$ cat src/hw/rtl/assert_macros.svh
// ----------------------------------------------------------------------------
// assert_macros.svh
// Concurrent assertion helpers; define NO_ASSERTIONS to compile them out.
// ----------------------------------------------------------------------------
`ifndef ASSERT_MACROS_SVH
`define ASSERT_MACROS_SVH
`ifndef NO_ASSERTIONS
// prop must hold at every rising clock edge outside reset
`define BSE_ASSERT(lbl, clk, rst_n, prop, msg) \
	lbl: assert property (@(posedge clk) disable iff (!rst_n) prop) else $error(msg);
// expr must never be true outside reset
`define BSE_NEVER(lbl, clk, rst_n, expr, msg) \
	lbl: assert property (@(posedge clk) disable iff (!rst_n) !(expr)) else $error(msg);
`else
`define BSE_ASSERT(lbl, clk, rst_n, prop, msg)
`define BSE_NEVER(lbl, clk, rst_n, expr, msg)
`endif
`endif

$ cat src/hw/rtl/bse_pkg.sv
// ----------------------------------------------------------------------------
// bse_pkg
// Shared types and constants of the bubble sort engine.
// ----------------------------------------------------------------------------
package bse_pkg;

	localparam int DEPTH_DEFAULT = 64;  // element store entries
	localparam int QDEPTH        = 4;   // input queue entries, power of two
	localparam int VW            = 32;  // element width

	typedef struct packed {
		logic signed [VW-1:0] value;
		logic                 last_in;
	} src_item_t;

	typedef struct packed {
		logic signed [VW-1:0] sorted_value;
		logic                 last_out;
		logic                 overflow;
	} res_item_t;

	// phase of the back end, seen by the top level
	typedef struct packed {
		logic loading;
		logic sorting;
		logic emitting;
	} stat_t;

endpackage

$ cat src/hw/rtl/bubble_sort_engine_unit.sv
// ----------------------------------------------------------------------------
// bubble_sort_engine_unit
// Collects a set of signed 32-bit elements, bubble sorts it, streams it out.
// ----------------------------------------------------------------------------
//
//  channel | signals                        | transfer when
//  --------+--------------------------------+----------------------------
//  source  | src_valid, src_stall, src_item | src_valid && !src_stall
//  result  | res_valid, res_stall, res_item | res_valid && !res_stall
//
//  Loading takes one element per cycle; a four-entry queue keeps accepting
//  while the back end sorts or emits, then raises src_stall.
//  A set of n elements sorts in at most n-1 passes; a pass over m elements
//  issues m reads, makes the last compare once the registered read data
//  returns and then writes back the carried element. A pass with no swap
//  ends the sort.
//  Results follow one per cycle while res_stall is low; each is read from
//  the RAM into registered read data, then moved into the output register.
//  Reset clears all control state; the element RAM is not cleared.
//  res_stall holds the output register; element reads wait behind it.
// ----------------------------------------------------------------------------
`include "assert_macros.svh"

module bubble_sort_engine_unit #(
	parameter int DEPTH = bse_pkg::DEPTH_DEFAULT
) (
	input  logic               clk,
	input  logic               arst_n,
	input  logic               src_valid,
	output logic               src_stall,
	input  bse_pkg::src_item_t src_item,
	output logic               res_valid,
	input  logic               res_stall,
	output bse_pkg::res_item_t res_item
);
	import bse_pkg::*;

	logic      q_valid;
	logic      q_pop;
	src_item_t q_item;
	stat_t     st;

	// front: input queue
	bse_front u_front (
		.clk     (clk),
		.arst_n  (arst_n),
		.valid   (src_valid),
		.stall   (src_stall),
		.item    (src_item),
		.q_valid (q_valid),
		.q_pop   (q_pop),
		.q_item  (q_item)
	);

	// back: store, sort passes and output streaming
	bse_back #(.DEPTH(DEPTH)) u_back (
		.clk       (clk),
		.arst_n    (arst_n),
		.q_valid   (q_valid),
		.q_item    (q_item),
		.q_pop     (q_pop),
		.res_valid (res_valid),
		.res_stall (res_stall),
		.res_item  (res_item),
		.st        (st)
	);

	// a new result only appears after an emit cycle
	`BSE_ASSERT(a_res_from_emit, clk, arst_n, $rose(res_valid) |-> $past(st.emitting), "result outside emit phase")
	// the queue is drained only while a set is loading
	`BSE_NEVER(a_pop_in_load, clk, arst_n, q_pop && !st.loading, "queue pop outside load phase")
	// leaving the emit phase leaves the final element in the output register
	`BSE_ASSERT(a_emit_ends_last, clk, arst_n, $fell(st.emitting) |-> (res_valid && res_item.last_out), "emit ended without last")
	// the back end is always in exactly one phase
	`BSE_NEVER(a_one_phase, clk, arst_n, $countones(st) != 1, "phase flags not one-hot")

endmodule

$ cat src/hw/rtl/bse_ram.sv
// ----------------------------------------------------------------------------
// bse_ram
// Generic single write port, single read port RAM with registered read data.
// ----------------------------------------------------------------------------
module bse_ram #(
	parameter int W     = 32,
	parameter int DEPTH = 64
) (
	input  logic                     clk,
	input  logic                     we,
	input  logic [$clog2(DEPTH)-1:0] waddr,
	input  logic [W-1:0]             wdata,
	input  logic                     re,
	input  logic [$clog2(DEPTH)-1:0] raddr,
	output logic [W-1:0]             rdata
);
	logic [W-1:0] mem_q [DEPTH];

	always_ff @(posedge clk) begin
		if (we) begin
			mem_q[waddr] <= wdata;
		end
		if (re) begin
			rdata <= mem_q[raddr];
		end
	end

endmodule

$ cat src/hw/rtl/bse_front.sv
// ----------------------------------------------------------------------------
// bse_front
// Input side: takes element transfers into a short queue for the back end.
// ----------------------------------------------------------------------------
module bse_front (
	input  logic              clk,
	input  logic              arst_n,
	input  logic              valid,
	output logic              stall,
	input  bse_pkg::src_item_t item,
	output logic              q_valid,
	input  logic              q_pop,
	output bse_pkg::src_item_t q_item
);
	import bse_pkg::*;

	localparam int QW = $clog2(QDEPTH);

	src_item_t     q_mem_q [QDEPTH];
	logic [QW-1:0] head_q;
	logic [QW-1:0] tail_q;
	logic [QW:0]   fill_q;
	logic          push;

	assign stall   = (fill_q == (QW+1)'(QDEPTH));
	assign push    = valid && !stall;
	assign q_valid = (fill_q != '0);
	assign q_item  = q_mem_q[head_q];

	always_ff @(posedge clk) begin
		if (push) begin
			q_mem_q[tail_q] <= item;
		end
	end

	always_ff @(posedge clk or negedge arst_n) begin
		if (!arst_n) begin
			head_q <= '0;
			tail_q <= '0;
			fill_q <= '0;
		end else begin
			if (push) begin
				tail_q <= tail_q + 1'b1;
			end
			if (q_pop) begin
				head_q <= head_q + 1'b1;
			end
			unique case ({push, q_pop})
				2'b10:   fill_q <= fill_q + 1'b1;
				2'b01:   fill_q <= fill_q - 1'b1;
				default: fill_q <= fill_q;
			endcase
		end
	end

endmodule

$ cat src/hw/rtl/bse_back.sv
// ----------------------------------------------------------------------------
// bse_back
// Execution side: stores a set, sorts it in place by bubble passes over the
// element RAM, then streams it out through an output register.
// ----------------------------------------------------------------------------
module bse_back #(
	parameter int DEPTH = bse_pkg::DEPTH_DEFAULT
) (
	input  logic               clk,
	input  logic               arst_n,
	input  logic               q_valid,
	input  bse_pkg::src_item_t q_item,
	output logic               q_pop,
	output logic               res_valid,
	input  logic               res_stall,
	output bse_pkg::res_item_t res_item,
	output bse_pkg::stat_t     st
);
	import bse_pkg::*;

	localparam int CW = $clog2(DEPTH + 1);
	localparam int AW = $clog2(DEPTH);

	localparam logic [1:0] ST_LOAD = 2'd0;
	localparam logic [1:0] ST_SORT = 2'd1;
	localparam logic [1:0] ST_PEND = 2'd2;  // write back carry at pass end
	localparam logic [1:0] ST_EMIT = 2'd3;

	logic [1:0]    state_q;
	logic [CW-1:0] cnt_q;
	logic          ovf_q;
	logic [CW-1:0] lim_q;       // elements covered by the current pass
	logic [CW-1:0] rd_idx_q;
	logic          rd_v_s1;
	logic [CW-1:0] idx_s1;
	logic [VW-1:0] carry_q;     // largest element seen so far in this pass
	logic          moved_q;
	logic [CW-1:0] out_idx_q;
	logic          pend_q;      // RAM read data holds an element not yet sent
	logic [CW-1:0] pend_idx_q;
	logic          res_v_q;
	res_item_t     res_q;

	logic          we;
	logic [AW-1:0] waddr;
	logic [VW-1:0] wdata;
	logic          re;
	logic [AW-1:0] raddr;
	logic [VW-1:0] rdata;

	logic          full;
	logic [CW-1:0] cnt_nx;
	logic          sort_issue;
	logic          last_arr;
	logic          swap;
	logic [CW-1:0] idx_m1;
	logic [CW-1:0] lim_m1;
	logic          move;
	logic          emit_issue;
	logic          pend_last;

	bse_ram #(.W(VW), .DEPTH(DEPTH)) u_store (
		.clk   (clk),
		.we    (we),
		.waddr (waddr),
		.wdata (wdata),
		.re    (re),
		.raddr (raddr),
		.rdata (rdata)
	);

	assign full       = (cnt_q == CW'(DEPTH));
	assign cnt_nx     = full ? cnt_q : cnt_q + 1'b1;
	assign q_pop      = (state_q == ST_LOAD) && q_valid;
	assign sort_issue = (state_q == ST_SORT) && (rd_idx_q < lim_q);
	assign idx_m1     = idx_s1 - 1'b1;
	assign lim_m1     = lim_q - 1'b1;
	assign last_arr   = rd_v_s1 && (idx_s1 == lim_m1);
	assign swap       = $signed(carry_q) > $signed(rdata);
	assign move       = pend_q && (!res_v_q || !res_stall);
	assign emit_issue = (state_q == ST_EMIT) && (out_idx_q < cnt_q) && (!pend_q || move);
	assign pend_last  = (pend_idx_q == cnt_q - 1'b1);

	// RAM port steering
	always_comb begin
		we    = 1'b0;
		waddr = '0;
		wdata = '0;
		re    = 1'b0;
		raddr = '0;
		unique case (state_q)
			ST_LOAD: begin
				we    = q_pop && !full;
				waddr = cnt_q[AW-1:0];
				wdata = q_item.value;
			end
			ST_SORT: begin
				re    = sort_issue;
				raddr = rd_idx_q[AW-1:0];
				we    = rd_v_s1 && (idx_s1 != '0);
				waddr = idx_m1[AW-1:0];
				wdata = swap ? rdata : carry_q;
			end
			ST_PEND: begin
				we    = 1'b1;
				waddr = lim_m1[AW-1:0];
				wdata = carry_q;
			end
			ST_EMIT: begin
				re    = emit_issue;
				raddr = out_idx_q[AW-1:0];
			end
		endcase
	end

	// datapath registers
	always_ff @(posedge clk) begin
		idx_s1 <= rd_idx_q;
		if (rd_v_s1 && (idx_s1 == '0 || !swap)) begin
			carry_q <= rdata;
		end
		if (emit_issue) begin
			pend_idx_q <= out_idx_q;
		end
		if (move) begin
			res_q.sorted_value <= $signed(rdata);
			res_q.last_out     <= pend_last;
			res_q.overflow     <= ovf_q;
		end
	end

	// control
	always_ff @(posedge clk or negedge arst_n) begin
		if (!arst_n) begin
			state_q   <= ST_LOAD;
			cnt_q     <= '0;
			ovf_q     <= 1'b0;
			lim_q     <= '0;
			rd_idx_q  <= '0;
			rd_v_s1   <= 1'b0;
			moved_q   <= 1'b0;
			out_idx_q <= '0;
			pend_q    <= 1'b0;
			res_v_q   <= 1'b0;
		end else begin
			rd_v_s1 <= sort_issue;
			if (move) begin
				res_v_q <= 1'b1;
			end else if (!res_stall) begin
				res_v_q <= 1'b0;
			end
			unique case (state_q)
				ST_LOAD: begin
					if (q_pop) begin
						cnt_q <= cnt_nx;
						if (full) begin
							ovf_q <= 1'b1;
						end
						if (q_item.last_in) begin
							lim_q     <= cnt_nx;
							rd_idx_q  <= '0;
							moved_q   <= 1'b0;
							out_idx_q <= '0;
							state_q   <= (cnt_nx > CW'(1)) ? ST_SORT : ST_EMIT;
						end
					end
				end
				ST_SORT: begin
					if (sort_issue) begin
						rd_idx_q <= rd_idx_q + 1'b1;
					end
					if (rd_v_s1 && (idx_s1 != '0) && swap) begin
						moved_q <= 1'b1;
					end
					if (last_arr) begin
						state_q <= ST_PEND;
					end
				end
				ST_PEND: begin
					if (!moved_q || (lim_q == CW'(2))) begin
						state_q <= ST_EMIT;
					end else begin
						lim_q    <= lim_m1;
						rd_idx_q <= '0;
						moved_q  <= 1'b0;
						state_q  <= ST_SORT;
					end
				end
				ST_EMIT: begin
					if (emit_issue) begin
						out_idx_q <= out_idx_q + 1'b1;
						pend_q    <= 1'b1;
					end else if (move) begin
						pend_q <= 1'b0;
					end
					if (move && pend_last) begin
						cnt_q   <= '0;
						ovf_q   <= 1'b0;
						state_q <= ST_LOAD;
					end
				end
			endcase
		end
	end

	assign res_valid   = res_v_q;
	assign res_item    = res_q;
	assign st.loading  = (state_q == ST_LOAD);
	assign st.sorting  = (state_q == ST_SORT) || (state_q == ST_PEND);
	assign st.emitting = (state_q == ST_EMIT);

endmodule
$ cat config.mk
export PLATFORM = sky130hd
export DESIGN_NAME = bubble_sort_engine_unit
export DESIGN_NICKNAME = d
export VERILOG_FILES = /design/src/hw/rtl/bse_pkg.sv /design/src/hw/rtl/bubble_sort_engine_unit.sv /design/src/hw/rtl/bse_ram.sv /design/src/hw/rtl/bse_front.sv /design/src/hw/rtl/bse_back.sv
export VERILOG_INCLUDE_DIRS = /design/src /design/src/hw/rtl
export SDC_FILE = /design/constraint.sdc
export NUM_CORES = 2
export LEC_CHECK = 0
export BUFFER_PORTS_ARGS = -buffer_cell sky130_fd_sc_hd__buf_2
export CAP_MARGIN = 40
export CORE_MARGIN = 1.5
export CORE_UTILIZATION = 57
export DETAILED_ROUTE_END_ITERATION = 10
export PLACE_DENSITY = 0.76
export SLEW_MARGIN = 40
export SYNTH_ARGS = -nofsm -noshare
export SYNTH_HDL_FRONTEND = slang
export SYNTH_HIERARCHICAL = 1
export SYNTH_SLANG_ARGS = --single-unit
$ cat constraint.sdc
create_clock -name clk -period 5.1 [get_ports clk]
set_input_delay 0.51 -clock clk [delete_from_list [all_inputs] [get_ports clk]]
set_output_delay 0.51 -clock clk [all_outputs]
set_load 0.01 [all_outputs]
Yosys cells after proc, flatten, opt, wreduce, memory -nomap -nowiden
Memory sizes are Yosys's and may differ from the RTL's. A register that Yosys moved wholly into a read port is not among the register bits.
Index checks and enable logic that the tools add are counted.
{"block": "classes", "add_sub_neg": 10, "n_mul": 0, "n_div": 0, "n_lt_le_gt_ge": 4, "eq_ne": 20, "shifts": 0, "mux": 46, "bitwise_logic": 0, "n_reduce_logical": 40}
{"op": "32-bit case mux with 3 select lines", "count": 1}
{"op": "7-bit two-way mux", "count": 11}
{"op": "7-bit case mux with 2 select lines", "count": 3}
{"op": "32-bit greater-than comparator", "count": 1}
{"op": "32-bit two-way mux", "count": 1}
{"op": "7-bit by 1-bit adder with 7-bit output (second input constant)", "count": 3}
{"op": "7-bit case mux with 3 select lines", "count": 1}
{"op": "6-bit case mux with 3 select lines", "count": 1}
{"op": "4-bit AND reduction", "count": 4}
{"op": "1-bit two-way mux", "count": 15}
{"op": "7-bit equality test", "count": 2}
{"op": "7-bit less-than comparator", "count": 2}
{"op": "2-bit by 1-bit != test with 1-bit output (second input constant)", "count": 7}
{"op": "7-bit by 1-bit subtractor with 7-bit output (second input constant)", "count": 2}
{"op": "1-bit logical AND", "count": 12}
{"op": "2-bit two-way mux", "count": 6}
{"op": "6-bit case mux with 2 select lines", "count": 1}
{"op": "5-bit AND reduction", "count": 2}
{"op": "2-bit case mux with 4 select lines", "count": 1}
{"op": "2-bit nonzero test", "count": 4}
{"op": "7-bit by 2-bit equality test with 1-bit output (second input constant)", "count": 1}
{"op": "7-bit equality test (second input constant)", "count": 1}
{"op": "7-bit by 1-bit greater-than comparator with 1-bit output (second input constant)", "count": 1}
{"op": "1-bit logical NOT", "count": 7}
{"op": "18 further kinds", "count": 30}
{"block": "word_totals", "regBits": 122, "latchBits": 0, "mem_bits_rw": 2180, "rom_bits": 0, "elab_cells": 141, "memories": 2}
{"name": "u_back.u_store.mem_q", "depth": 64, "width": 32, "rd": 1, "rd_ports_with_merged_regs": 1, "wr": 1, "line_no": "bse_ram.sv:17", "text": "logic [W-1:0] mem_q [DEPTH];"}
{"name": "u_front.q_mem_q", "depth": 4, "width": 33, "rd": 1, "rd_ports_with_merged_regs": 0, "wr": 1, "line_no": "bse_front.sv:19", "text": "src_item_t q_mem_q [QDEPTH];"}

Logic depth before layout (Yosys ltp)
{"block": "depth", "depth_word": 7, "ltp_mapped": 16, "ltp_nobuf": 10}

Hierarchy
Netlist, hierarchy kept.
{"module": "bse_ram", "n_inst": 1, "cells_per_inst": 3324, "area_per_inst_um2": 78835.6, "seq_area_each_um2": 62459.9}
{"module": "bse_back", "n_inst": 1, "cells_per_inst": 708, "area_per_inst_um2": 7218.2, "seq_area_each_um2": 3208.1}
{"module": "bse_front", "n_inst": 1, "cells_per_inst": 209, "area_per_inst_um2": 5231.3, "seq_area_each_um2": 4139.0}

Worst setup path after synthesis
No wires, ideal clock.
{"block": "synth_path", "path_type": "reg-to-reg", "from": "register u_back.carry_q[1]", "to": "register u_back.carry_q[0] (enable)", "arrival_time_ps": 4316, "t_required_ps": 4630, "setup_slack_ps": 314, "path_stages_with_launch": 10, "path_buffers": 1, "path_cell_list": "edfxtp_1 -> ha_1 -> nor2b_1 -> o211ai_2 -> a21oi_1 -> or4b_1 -> a21oi_1 -> mux2i_1 -> buf_2 -> a21boi_0"}
{"block": "synth_between", "elab_chain_cells": 4}
{"item": "start, declared", "line_no": "bse_back.sv:36", "text": "logic [VW-1:0] carry_q;"}
{"item": "start signal, assigned", "line_no": "bse_back.sv:120", "text": "carry_q <= rdata;"}
{"item": "32-bit greater-than comparator", "line_no": "bse_back.sv:79", "text": "assign swap = $signed(carry_q) > $signed(rdata);"}
{"item": "1-bit logical NOT", "line_no": "bse_back.sv:119", "text": "if (rd_v_s1 && (idx_s1 == '0 || !swap)) begin"}
{"item": "1-bit logical OR", "line_no": "bse_back.sv:119"}
{"item": "1-bit logical AND", "line_no": "bse_back.sv:119"}
No other way between the ends.
A chain may end at the register's enable or synchronous reset.

Worst setup path in the final report
{"block": "layout_path", "from": "register u_back.u_store.rdata[13], read port of u_back.u_store.mem_q", "to": "memory u_back.u_store.mem_q[13][29] (data pin)"}
{"block": "layout_between", "elab_chain_cells": 3}
{"item": "start, declared", "line_no": "bse_ram.sv:15", "text": "output logic [W-1:0] rdata"}
{"item": "32-bit greater-than comparator", "line_no": "bse_back.sv:79"}
{"item": "32-bit two-way mux", "line_no": "bse_back.sv:102", "text": "wdata = swap ? rdata : carry_q;"}
{"item": "32-bit case mux with 3 select lines", "line_no": "bse_back.sv:91", "text": "unique case (state_q)"}
{"item": "via u_back.wdata[29]", "line_no": "bse_back.sv:46", "text": "logic [VW-1:0] wdata;"}
{"item": "end, declared", "line_no": "bse_ram.sv:17"}
The timed path passes the listed nets, and every way through them passes these cells.

==> results.md <==
* Htree depth at 4
* Final wirelength at approximately 240,000 µm
* Layout Nets at ~4.7k
* Asr flop ratio synth at 0.0180
* Initial antenna violation count at 6
* Crit path max-delay cell type: edfxtp_1
* Worst VDD drop at about 0.00069 V
* Synth warnings at 6
* Layout cells sized above 1 at 0.279
* TritonCTS clock tree: yes
* DRC Markers at 0
* Most common cell in the netlist: edfxtp_1
* Slew margin rel. at 0.361
* WHS Path Cells at 3
* CTS buffer count at roughly 220
* Synth area leader: edfxtp_1
* Die width at 403 µm
* Leakage dissipation at 32.3 nW
* Overall power at 63.2 mW
* RR Endpoint: u_back/u_store/mem_q[13][29]$_DFFE_PP_
* Worst Skew at 0.0643 ns
* Flops & latches, synth at 2,334
* Port Buffers at 72
* Worst skew pair latency at 0.87 ns
* Peak per-stage delay on the critical path at 0.75 ns
* Hold Crit Class: primary input to register
* Reg2reg start: u_back/u_store/rdata[13]$_DFFE_PP_
* Register area at 0.0698 mm²
* Initial DRC Count at 7,101
* Setup CP Type: register to register
* Core Area at 0.159 mm²
* Routed via count at ~48k
* Least-Margin Pin Slew at 0.955 ns
* Cells after Synth at 4,241
* Fmax at 219 MHz
* Synth Area per Inst at roughly 22 µm²
* Hold EP: u_front/tail_q[0]$_DFFE_PN0P_
* Post-CTS setup buffer count at 0
* Unique cell type count in the Yosys netlist at 72
* Synthesized area at 0.0913 mm²
* Crit path required time at ~5.7 ns
* Clock Pin Slew Worst Setup and Hold Paths at 0.06 ns
* Post-DRT Antenna Nets at 0
* Critical Path Sink Type: register
* Most frequent cells after synthesis: 2,285 x edfxtp_1, 572 x mux4_2, 154 x nor2_1
* Crit share post-route at 0.896
* Max-cap violations at 0
* Root Buffer: clkbuf_16
* Register area share after synthesis at 0.765
* Largest net degree at the start of global routing at 65
* Vias/cell at 6.99
* Critical path arrival at 5.14 ns
* Power per cell area at 609 mW/mm²
* Wire length per cell at 35.7 µm
* Dpl hpwl at between 100,000 and 150,000 µm
* Final setup fails at 0
* CTS sink count at 2,334
* Initial Util at 0.575
* Full die area at between 0.15 and 0.2 mm²
* Hold_ws at 0.123 ns
* RSZ-0062 raised after global routing: false
* Fillcell total at slightly below 10k
* Area of the multi-input gates at between 0.02 and 0.025 mm²
* Buf/Inv on CP at 3
* Router iterations before antenna repair at 6
* Area growth from synthesis to layout at 13.8%
* Row count at 146
* CP Max Fanout at 54
* Status: finished clean
* Synth top area share at 0.752
* Total GRT Usage at 0.303
* Crit start category: register
* Number of synthesized flops with an enable pin at approximately 2.3k
* Hold path start: src_valid
* Die Ht at 403 µm
* Delay-heaviest family, CP: buffers and inverters
* Final Hold Fails at 0
* Cell chain of the critical path: inv_1, ha_1, nand4_1, or3_1, a21oi_1, or4b_1, a21oi_1, mux2i_4, buf_12, nand4_1, o221ai_4, buf_4
* Number of global-route vias before repair at 47.9k
* Clock Path Buffers at 3
* Ports at between 70 and 80
* PostCTS Resize Cnt at 0
* Top cells by area, synth: edfxtp_1 75%, mux4_2 14%, dfrtp_1 1.2%
* Top_reg_cell synth: edfxtp_1
* GRT overflow at 0
* Syn_nets at 4,341
* Gpl congestion at between 0.8 and 0.9
* First-pass GRT wire length at around 350,000 µm
* Final worst path period need at ~4.6 ns
* Worst r2r path cells at 12
* Slew Limit Fails at 0
* Hold Buf Count CTS at 35
* Slack of the worst reg-to-reg path at 0.53 ns
* Setup TNS at 0 ns
-- worst max-delay path by stage --
stage | from | end | cells past startpoint
floorplan | u_back/carry_q[1]$_DFFE_PP_ | u_back/carry_q[0]$_DFFE_PP_ | 9
global placement | u_back/state_q[1]$_DFFE_PN0P_ | u_back/u_store/rdata[18]$_DFFE_PP_ | 11
detailed placement | u_back/u_store/rdata[13]$_DFFE_PP_ | u_back/u_store/mem_q[13][29]$_DFFE_PP_ | 12
CTS | u_back/u_store/rdata[13]$_DFFE_PP_ | u_back/u_store/mem_q[13][29]$_DFFE_PP_ | 12
global route | u_back/u_store/rdata[13]$_DFFE_PP_ | u_back/u_store/mem_q[7][29]$_DFFE_PP_ | 12
finish | u_back/u_store/rdata[13]$_DFFE_PP_ | u_back/u_store/mem_q[13][29]$_DFFE_PP_ | 12
-- report_power, final --
| group | internal [mW] | leakage, nW | switching [mW] |
|---|---|---|---|
| Sequential | 29.1 | 21.4 | 1.18 |
| Clock | 8.73 | 3.35 | 7.05 |
| Combinational | 4.90 | 7.57 | 12.3 |
-- routing by layer --
metal  wire length, µm  GRT usage
met5                29          0
met4             10600      0.119
met3             30100     0.0727
met2            120000      0.491
met1             83500      0.400
-- through the flow --
step	utilization	worst slack [ns]	cell area (µm²)	std cells
after detailed placement	0.608	0.638	96600	6392
after CTS	0.654	0.599	104000	6829
final	0.654	0.529	104000	6833
after floorplan	-	0.314	91300	4241
after global placement	0.607	0.728	96400	6385
after global routing	0.654	0.385	104000	6832
-- final cells by class --
cell class	count	area share
clock buffers	270	0.0546
well taps	2072	0.0250
multi-input cells	1607	0.203
flip-flops and latches	2334	0.672
clock inverters	132	0.0119
diodes	1	0.0000241
inverters	63	0.00228
repair buffers	354	0.0315
-- placed cells by master (no fill, tap or decap), types with 11 or more instances in the layout --
cell type and count:
edfxtp_1 2285, mux4_2 572, clkbuf_16 217, buf_4 188, mux2i_1 97, nand2_1 93
nor2_1 92, a21oi_1 88, o22ai_1 84, buf_2 71, inv_1 62, nor2_4 62
ha_1 59, nand3_1 53, clkinv_1 50, buf_12 50, clkbuf_1 49, a22oi_1 44
nand4_1 44, dfrtp_1 40, clkinv_2 38, dlygate4sd3_1 35, o221ai_4 32, o221ai_1 27
o21ai_0 24, xnor2_1 20, nor2b_1 17, xor2_1 17, bufinv_16 16, nor3_1 14
and3_1 12, nand2b_1 11
-- cells by family after synthesis --
family	Yosys count	synth area share
flip-flops	2334	0.765
XOR/XNOR	37	0.00355
adder cells (fa/ha/maj)	63	0.00872
AND/OR/NAND/NOR	452	0.0239
buffers and inverters	300	0.0158
multiplexers	680	0.154
AO/OA/AOI/OAI	375	0.0294
-- state kept, by name, summed over array words and instances (netlist names) --
| name | count |
|---|---|
| u_front/tail_q | 2 |
| u_front/q_mem_q | 132 |
| u_back/carry_q | 32 |
| u_back/lim_q | 7 |
| u_back/rd_v_s1 | 1 |
| u_back/state_q | 2 |
| u_back/idx_s1 | 7 |
| u_back/u_store/rdata | 32 |
| u_back/pend_idx_q | 7 |
| u_back/moved_q | 1 |
| u_back/ovf_q | 1 |
| u_back/rd_idx_q | 7 |
| u_back/res_valid | 1 |
| u_back/pend_q | 1 |
| u_back/out_idx_q | 7 |
| u_back/cnt_q | 7 |
| u_back/u_store/mem_q | 2048 |
| u_back/res_item | 34 |
| u_front/fill_q | 3 |
| u_front/head_q | 2 |
-- worst register-to-register path, delay by kind of cell (launching register included) --
family | cells | cell delay [ns]
and+or+nand+nor | 4 | 1.09
buffers and inverters | 3 | 1.09
DFF | 1 | 0.75
AOI/OAI and AO/OA | 3 | 0.61
adders and majority gates | 1 | 0.32
muxes | 1 | 0.32
Note: power is estimated with default switching activity, not from simulation.
